[config.mk]
export PLATFORM = sky130hd
export DESIGN_NAME = sparse_row_add_merge_unit
export DESIGN_NICKNAME = d
export VERILOG_FILES = /design/src/design/srm_pkg.sv /design/src/design/sparse_row_add_merge_unit.sv
export SDC_FILE = /design/constraint.sdc
export NUM_CORES = 2
export LEC_CHECK = 0
export BUFFER_PORTS_ARGS = -buffer_cell sky130_fd_sc_hd__buf_2
export CORE_MARGIN = 2
export CORE_UTILIZATION = 55
export CTS_BUF_LIST = sky130_fd_sc_hd__clkbuf_2
export DETAILED_ROUTE_END_ITERATION = 7
export PLACE_DENSITY = 0.74
export SLEW_MARGIN = 15
export SYNTH_ARGS = -nofsm -noshare
export SYNTH_HDL_FRONTEND = slang
export SYNTH_SLANG_ARGS = --single-unit
[constraint.sdc]
create_clock -name clk -period 16.9 [get_ports clk]
set_input_delay 0.845 -clock clk [delete_from_list [all_inputs] [get_ports clk]]
set_output_delay 0.845 -clock clk [all_outputs]
set_load 0.01 [all_outputs]
[src/design/srm_pkg.sv]
// package for the sparse row add merge unit
// holds capacity, opcodes and the saturating add; no dependencies
`default_nettype none
package srm_pkg;
  localparam int MaxRowEntries = 16;
  localparam int RowCap = (MaxRowEntries > 32) ? 32 : ((MaxRowEntries < 1) ? 1 : MaxRowEntries);
  localparam int AddrW = 5;
  localparam int CntW = 6;
  localparam logic [CntW-1:0] RowCapC = CntW'(RowCap);

  localparam logic [1:0] OpFirst = 2'd0;
  localparam logic [1:0] OpSecond = 2'd1;
  localparam logic [1:0] OpEnd = 2'd2;
  localparam logic [1:0] OpUnused = 2'd3;

  function automatic logic [31:0] sat_add(input logic [31:0] a, input logic [31:0] b);
    logic [32:0] s;
    s = {a[31], a} + {b[31], b};
    if (s[32] != s[31]) sat_add = s[32] ? 32'h8000_0000 : 32'h7fff_ffff;
    else sat_add = s[31:0];
  endfunction
endpackage
`default_nettype wire

[src/design/sparse_row_add_merge_unit.sv]
// top level of the sparse row add merge unit
// arrival store and sorted store in synchronous memories; uses srm_pkg
//
//  channel | dir | tdata fields (low bit up)            | tuser / tlast
//  in_     | in  | column[31:0], entry_value[63:32]     | tuser opcode[1:0]
//  out_    | out | out_column, out_value, row_pointer   | tuser is_entry,overflow; tlast last
//
// an entry is accepted, then compared with the sorted entries in turn (read, then compare);
// larger entries are shifted up one place each (read, then write) before the final write
// end of row emits the items of the selected store one at a time, read port bound
// reset clears counts and flags; the stores need no clearing
// out_tvalid holds until taken; the input stalls while a row is being emitted
`default_nettype none
module sparse_row_add_merge_unit (
  input  wire logic        clk,
  input  wire logic        rst_n,
  input  wire logic        in_tvalid,
  output logic             in_tready,
  input  wire logic [63:0] in_tdata,   // column, entry_value
  input  wire logic [1:0]  in_tuser,   // opcode
  output logic             out_tvalid,
  input  wire logic        out_tready,
  output logic [95:0]      out_tdata,  // out_column, out_value, row_pointer
  output logic [1:0]       out_tuser,  // is_entry, overflow
  output logic             out_tlast   // last
);
  localparam logic [2:0] S_IDLE = 3'd0;
  localparam logic [2:0] S_FIND = 3'd1;
  localparam logic [2:0] S_FCHK = 3'd2;
  localparam logic [2:0] S_SHFT = 3'd3;
  localparam logic [2:0] S_SWR  = 3'd4;
  localparam logic [2:0] S_ERD  = 3'd5;
  localparam logic [2:0] S_EOUT = 3'd6;

  logic [31:0] a_col_m [32];
  logic [31:0] a_val_m [32];
  logic [31:0] s_col_m [32];
  logic [31:0] s_val_m [32];

  logic [2:0] state_r, state_nxt;
  logic [srm_pkg::CntW-1:0] a_cnt_r, a_cnt_nxt, s_cnt_r, s_cnt_nxt;
  logic [srm_pkg::CntW-1:0] pos_r, pos_nxt;
  logic seen1_r, seen1_nxt, seen2_r, seen2_nxt, drop_r, drop_nxt;
  logic [31:0] total_r, total_nxt;
  logic [31:0] col_r, col_nxt, val_r, val_nxt;
  logic sec_r, sec_nxt, both_r, both_nxt;
  logic ov_r, ov_nxt;
  logic [srm_pkg::CntW-1:0] n_r, n_nxt;

  logic s_we, a_we;
  logic [srm_pkg::AddrW-1:0] s_waddr, s_raddr, a_raddr;
  logic [31:0] s_wcol, s_wval;
  logic [31:0] s_rcol_r, s_rval_r, a_rcol_r, a_rval_r;

  logic ovalid_r, ovalid_nxt;
  logic [95:0] odata_r, odata_nxt;
  logic [1:0] ouser_r, ouser_nxt;
  logic olast_r, olast_nxt;

  logic in_acc, out_free;
  assign in_acc = in_tvalid && in_tready;
  assign out_free = !ovalid_r || out_tready;
  assign in_tready = (state_r == S_IDLE);
  assign out_tvalid = ovalid_r;
  assign out_tdata = odata_r;
  assign out_tuser = ouser_r;
  assign out_tlast = olast_r;

  always_ff @(posedge clk) begin
    if (s_we) begin
      s_col_m[s_waddr] <= s_wcol;
      s_val_m[s_waddr] <= s_wval;
    end
    if (a_we) begin
      a_col_m[a_cnt_r[srm_pkg::AddrW-1:0]] <= in_tdata[31:0];
      a_val_m[a_cnt_r[srm_pkg::AddrW-1:0]] <= in_tdata[63:32];
    end
    s_rcol_r <= s_col_m[s_raddr];
    s_rval_r <= s_val_m[s_raddr];
    a_rcol_r <= a_col_m[a_raddr];
    a_rval_r <= a_val_m[a_raddr];
  end

  always_comb begin
    state_nxt = state_r; a_cnt_nxt = a_cnt_r; s_cnt_nxt = s_cnt_r; pos_nxt = pos_r;
    seen1_nxt = seen1_r; seen2_nxt = seen2_r; drop_nxt = drop_r; total_nxt = total_r;
    col_nxt = col_r; val_nxt = val_r; sec_nxt = sec_r; both_nxt = both_r; ov_nxt = ov_r;
    n_nxt = n_r;
    ovalid_nxt = ovalid_r && !out_tready;
    odata_nxt = odata_r; ouser_nxt = ouser_r; olast_nxt = olast_r;
    s_we = 1'b0; a_we = 1'b0;
    s_waddr = pos_r[srm_pkg::AddrW-1:0];
    s_wcol = col_r; s_wval = val_r;
    s_raddr = pos_r[srm_pkg::AddrW-1:0];
    a_raddr = pos_r[srm_pkg::AddrW-1:0];
    case (state_r)
      S_IDLE: begin
        if (in_acc) begin
          col_nxt = in_tdata[31:0];
          val_nxt = in_tdata[63:32];
          sec_nxt = (in_tuser == srm_pkg::OpSecond);
          pos_nxt = '0;
          if (in_tuser == srm_pkg::OpFirst || in_tuser == srm_pkg::OpSecond) begin
            if (in_tuser == srm_pkg::OpFirst) seen1_nxt = 1'b1;
            else seen2_nxt = 1'b1;
            if (a_cnt_r < srm_pkg::RowCapC) begin
              a_we = 1'b1;
              a_cnt_nxt = a_cnt_r + 1'b1;
            end else begin
              drop_nxt = 1'b1;
            end
            state_nxt = S_FIND;
          end else if (in_tuser == srm_pkg::OpEnd) begin
            both_nxt = seen1_r && seen2_r;
            ov_nxt = drop_r;
            n_nxt = (seen1_r && seen2_r) ? s_cnt_r : a_cnt_r;
            if (!seen1_r && !seen2_r) begin
              state_nxt = S_EOUT;
              n_nxt = '0;
            end else begin
              total_nxt = total_r + 32'((seen1_r && seen2_r) ? s_cnt_r : a_cnt_r);
              state_nxt = S_ERD;
            end
          end
        end
      end
      S_FIND: begin
        if (pos_r >= s_cnt_r) begin
          if (s_cnt_r >= srm_pkg::RowCapC) begin
            drop_nxt = 1'b1;
            state_nxt = S_IDLE;
          end else begin
            s_we = 1'b1;
            s_cnt_nxt = s_cnt_r + 1'b1;
            state_nxt = S_IDLE;
          end
        end else begin
          state_nxt = S_FCHK;
        end
      end
      S_FCHK: begin
        if (s_rcol_r < col_r) begin
          pos_nxt = pos_r + 1'b1;
          state_nxt = S_FIND;
        end else if (s_rcol_r == col_r) begin
          s_we = 1'b1;
          s_wval = sec_r ? srm_pkg::sat_add(s_rval_r, val_r) : val_r;
          state_nxt = S_IDLE;
        end else if (s_cnt_r >= srm_pkg::RowCapC) begin
          drop_nxt = 1'b1;
          state_nxt = S_IDLE;
        end else begin
          // shift from the top down to pos; n_r walks the destination index
          n_nxt = s_cnt_r;
          state_nxt = S_SHFT;
        end
      end
      S_SHFT: begin
        if (n_r == pos_r) begin
          s_we = 1'b1;
          s_cnt_nxt = s_cnt_r + 1'b1;
          state_nxt = S_IDLE;
        end else begin
          s_raddr = srm_pkg::AddrW'(n_r - 1'b1);
          state_nxt = S_SWR;
        end
      end
      S_SWR: begin
        s_we = 1'b1;
        s_waddr = n_r[srm_pkg::AddrW-1:0];
        s_wcol = s_rcol_r; s_wval = s_rval_r;
        n_nxt = n_r - 1'b1;
        state_nxt = S_SHFT;
      end
      S_ERD: begin
        state_nxt = S_EOUT;
      end
      S_EOUT: begin
        if (out_free) begin
          ovalid_nxt = 1'b1;
          if (n_r == '0) begin
            odata_nxt = {total_r, 64'd0};
            ouser_nxt = 2'b00;
            olast_nxt = 1'b1;
          end else begin
            odata_nxt = both_r ? {total_r, s_rval_r, s_rcol_r} : {total_r, a_rval_r, a_rcol_r};
            ouser_nxt = {ov_r, 1'b1};
            olast_nxt = (pos_r + 1'b1 == n_r);
          end
          if (n_r == '0 || pos_r + 1'b1 == n_r) begin
            a_cnt_nxt = '0; s_cnt_nxt = '0; seen1_nxt = 1'b0; seen2_nxt = 1'b0;
            drop_nxt = 1'b0; state_nxt = S_IDLE;
          end else begin
            pos_nxt = pos_r + 1'b1;
            state_nxt = S_ERD;
          end
        end
      end
      default: state_nxt = S_IDLE;
    endcase
  end

  always_ff @(posedge clk) begin
    if (!rst_n) begin
      state_r <= S_IDLE; a_cnt_r <= '0; s_cnt_r <= '0; seen1_r <= 1'b0; seen2_r <= 1'b0;
      drop_r <= 1'b0; total_r <= '0; ovalid_r <= 1'b0;
    end else begin
      state_r <= state_nxt; a_cnt_r <= a_cnt_nxt; s_cnt_r <= s_cnt_nxt;
      seen1_r <= seen1_nxt; seen2_r <= seen2_nxt; drop_r <= drop_nxt;
      total_r <= total_nxt; ovalid_r <= ovalid_nxt;
    end
    pos_r <= pos_nxt; col_r <= col_nxt; val_r <= val_nxt; sec_r <= sec_nxt;
    both_r <= both_nxt; ov_r <= ov_nxt; n_r <= n_nxt;
    odata_r <= odata_nxt; ouser_r <= ouser_nxt; olast_r <= olast_nxt;
  end

  a_cnt_cap: assert property (@(posedge clk) disable iff (!rst_n)
    a_cnt_r <= srm_pkg::RowCapC) else $error("arrival count past capacity");
  s_cnt_cap: assert property (@(posedge clk) disable iff (!rst_n)
    s_cnt_r <= srm_pkg::RowCapC) else $error("sorted count past capacity");
  last_clears: assert property (@(posedge clk) disable iff (!rst_n)
    (state_r == S_EOUT && out_free && olast_nxt) |=> (a_cnt_r == '0 && s_cnt_r == '0))
    else $error("row state not cleared after last item");
  marker_empty: assert property (@(posedge clk) disable iff (!rst_n)
    (ovalid_r && !ouser_r[0]) |-> (olast_r && !ouser_r[1]))
    else $error("empty row marker malformed");
endmodule
`default_nettype wire

==> impl_metrics.env <==
export IMPL_synth_simple_area_share=0.0594
export IMPL_syn_instance_count=9810
export IMPL_die_y_um=567
export IMPL_p_switching_uw=11100
export IMPL_finalSetupTns_ns=0
export IMPL_worst_r2r_setup_slack_ns=10.39
export IMPL_drcViolationCount=0
export IMPL_crit_required_ns=18.72
export IMPL_cpMaxStageDelayCell="buf_4"
export IMPL_finalHoldViolations=0
export IMPL_synthFlopType="edfxtp_1"
export IMPL_synth_cell_types=84
export IMPL_drt_total_wl_mm=436
export IMPL_first_global_vias=100000
export IMPL_routedWlPerCell_um=25.9
export IMPL_synth_mux_area_frac=0.124
export IMPL_clkTransAtPathRegs_ns=0.10
export IMPL_leakage_uw=0.0695
export IMPL_avgSynthCellArea_um2=17.8
export IMPL_pin_count=171
export IMPL_slew_headroom=0.190
export IMPL_crit_top_cell="buf_4"
export IMPL_synth_top_area_cell="edfxtp_1"
export IMPL_synth_top_cell_area_share=0.736
export IMPL_final_max_slew_violation_count=0
export IMPL_die_x_um=567
export IMPL_min_period_ns=6.51
export IMPL_numCtsBuffers=1058
export IMPL_via_count=99700
export IMPL_syn_area_um2=174000
export IMPL_fin_nets=12000
export IMPL_die_area_um2=321000
export IMPL_grt_usage=0.267
export IMPL_seq_area_frac_synth=0.757
export IMPL_outcome="complete, no violations"
export IMPL_num_fill_cells=22300
export IMPL_rr_worst_depth=13
export IMPL_rows=206
export IMPL_cts_path_max_buffers=4
export IMPL_overflow=0
export IMPL_comb_power_share=0.319
export IMPL_clk_insertion_delay_late_ns=2.10
export IMPL_synth_adder_area_share=0.00619
export IMPL_p_sw_frac=0.352
export IMPL_ctsResizeCount=0
export IMPL_seqPwrFrac=0.455
export IMPL_cp_endpoint="s_rcol_r[15]"
export IMPL_power_density_nw_per_um2=161
export IMPL_period_share=0.385
export IMPL_antenna_found_initial=28
export IMPL_worst_clock_skew_ns=0.247
export IMPL_yosysWarnings=0
export IMPL_place_port_buffers=170
export IMPL_r2r_end="s_rcol_r[15]"
export IMPL_crit_type="register to register"
export IMPL_synthArstFlopShare=0
export IMPL_end_kind="register"
export IMPL_critPathMaxStageDelay_ns=0.96
export IMPL_cts_tree="built"
export IMPL_crit_chain="buf_12 > xnor2_1 > nor4b_4 > a21o_2 > buf_4 > a21o_4 > buf_12 > buf_4 > buf_4 > mux2i_1 > mux2i_1 > a32oi_1 > nand4_1"
export IMPL_tightest_slew_ns=1.21
export IMPL_gp_congestion=0.900
export IMPL_grt_first_pass_wirelength_mm=633
export IMPL_core_area_um2=315000
export IMPL_worstReg2RegStart="pos_r[4]"
export IMPL_rsz0062_at_grt="no"
export IMPL_ir_drop_mv=0.252
export IMPL_cts_sinks=4453
export IMPL_grt_max_degree=220
export IMPL_hpwlAfterDp_mm=235
export IMPL_synth_seq_cells=4453
export IMPL_via_per_inst=5.93
export IMPL_worstSetupStartpointType="register"
export IMPL_syn_to_final_growth_pct=12.6
export IMPL_synthTopCellsByCount="edfxtp_1 (4274), nand2_1 (1222), mux2i_1 (649), mux4_2 (640), nand3_1 (578)"
export IMPL_drive_gt1_frac=0.231
export IMPL_synth_compound_area_frac=0.0329
export IMPL_synth_area_leaders="edfxtp_1 (74%), mux4_2 (8.3%), mux2i_1 (3.7%)"
export IMPL_hp_class="primary input to register"
export IMPL_fin_hold_ws_ns=0.0706
export IMPL_yosysMostFrequentCell="edfxtp_1"
export IMPL_setup_viol=0
export IMPL_start_util=0.553
export IMPL_clock_fmax_ghz=0.154
export IMPL_synth_top_family_by_area="multiplexers"
export IMPL_first_iter_violations=12700
export IMPL_maxCapViolCount=0
export IMPL_clockRootBuffer="clkbuf_2"
export IMPL_p_int_uw=20400
export IMPL_htreeDepth=7
export IMPL_min_from="in_tdata[30]"
export IMPL_crit_start="pos_r[4]"
export IMPL_clkPwrFrac=0.226
export IMPL_firstDrtPassIters=8
export IMPL_cp_data_arrival_time_ns=8.33
export IMPL_path_max_fanout=126
export IMPL_ant_nets=0
export IMPL_synth_edf_count=4274
export IMPL_synthXorXnorAreaFrac=0.00335
## worst max-delay path: cells and delay by family, from the launching register on
family          cells  cell delay [ns]
buf+inv             5             3.34
flops               1             0.39
simple gates        2             0.56
xor+xnor            1             0.24
mux                 2             0.38
compound gates      3             1.11
## repair_timing
action / CTS / global route
buffers inserted: 0 / 0
hold buffers: 152 / 1
setup endpoints to repair: 0 / 0
hold endpoints to repair: 2627 / 3
## per-stage QoR
stage / cell area [µm²] / setup WS [ns] / util / total power, µW / instances
after floorplan: 178000 / 3.72 / - / 21000 / 10800
after global placement: 184000 / 10.60 / 0.585 / 24000 / 14800
after detailed placement: 184000 / 10.46 / 0.585 / 24300 / 14800
after CTS: 196000 / 10.34 / 0.622 / 31400 / 16800
after global routing: 196000 / 10.12 / 0.623 / 32900 / 16800
final: 196000 / 10.39 / 0.623 / 31500 / 16800
## power groups by stage
stage                     Clock [µW]  Combinational [µW]  Sequential, µW
after global placement             0                9500           14500
after CTS                       7250                9840           14300
after detailed placement           0                9770           14600
final                           7120               10000           14300
after global routing            7810               10700           14400
after floorplan                    0                6700           14300
## sequential cells by signal, indices dropped and copies added, names as in the netlist, 6 cells and up
| signal | cells |
|---|---|
| total_r | 32 |
| a_val_m | 1024 |
| n_r | 6 |
| a_rval_r | 32 |
| pos_r | 6 |
| a_cnt_r | 6 |
| s_val_m | 1024 |
| a_rcol_r | 32 |
| s_rval_r | 32 |
| col_r | 32 |
| s_rcol_r | 32 |
| s_col_m | 1024 |
| s_cnt_r | 6 |
| val_r | 32 |
| out_tdata | 96 |
| a_col_m | 1024 |
## worst min path at each step
stage / end / cells after the start
after floorplan: ov_r / 0
after global placement: ov_r / 0
after detailed placement: ov_r / 0
after CTS: state_r[2] / 8
after global routing: a_col_m[21][30] / 3
final: a_col_m[19][30] / 3
## area by class of cell
class / count / area (µm²) / area share
well taps: 4160 / 5200 / 0.0265
inverters: 151 / 568 / 0.00289
diodes: 11 / 27.5 / 0.000140
clock buffers: 1545 / 7730 / 0.0394
flip-flops and latches: 4453 / 132000 / 0.672
multi-input cells: 5658 / 44200 / 0.225
repair buffers: 557 / 4410 / 0.0225
clock inverters: 291 / 2200 / 0.0112
## cells in the final DEF (no fill, tap or decap), types with 19 or more instances in the layout
master / netlist / final
nor4_1: 25 / 25
buf_4: 9 / 218
a32oi_1: 162 / 162
dlygate4sd3_1: 0 / 139
o21ai_4: 0 / 29
clkinv_2: 0 / 19
o21ai_0: 114 / 61
and3_1: 43 / 43
clkinvlp_4: 0 / 22
a211oi_1: 227 / 227
and2_1: 34 / 34
conb_1: 1 / 1024
inv_1: 150 / 149
mux4_2: 640 / 640
nand2_1: 1222 / 1221
dfxtp_1: 179 / 179
buf_12: 0 / 24
buf_2: 122 / 173
nor3_1: 41 / 24
mux2_2: 68 / 68
a31oi_1: 80 / 75
clkinv_1: 1 / 186
ha_1: 83 / 83
inv_2: 0 / 19
nor2_4: 0 / 25
bufinv_16: 0 / 36
edfxtp_1: 4274 / 4274
mux2i_1: 649 / 646
nor2_1: 190 / 160
nand3_1: 578 / 578
a21oi_1: 67 / 67
clkbuf_2: 1 / 1547
nand4_1: 119 / 119
xnor2_1: 47 / 46
## cell families (layout without fill, tap and decap cells)
family                     count (synthesis)  after routing
muxes                                   1358           1358
DFF                                     4453           4453
and+or+nand+nor                         2329           2329
buffers and inverters                    722           2544
AOI/OAI and AO/OA                        797            797
adders and majority gates                 85             85
other                                      1           1035
xor gates and xnor gates                  65             65
## layer usage
| metal | vias up | global-route usage | routed length [µm] |
|---|---|---|---|
| li1 | 42700 | - | - |
| met1 | 50200 | 0.347 | 158000 |
| met2 | 5740 | 0.432 | 211000 |
| met3 | 1030 | 0.0666 | 48800 |
| met4 | 22 | 0.113 | 17300 |
| met5 | - | 0 | 147 |
Note: power is estimated with default switching activity, not from simulation.
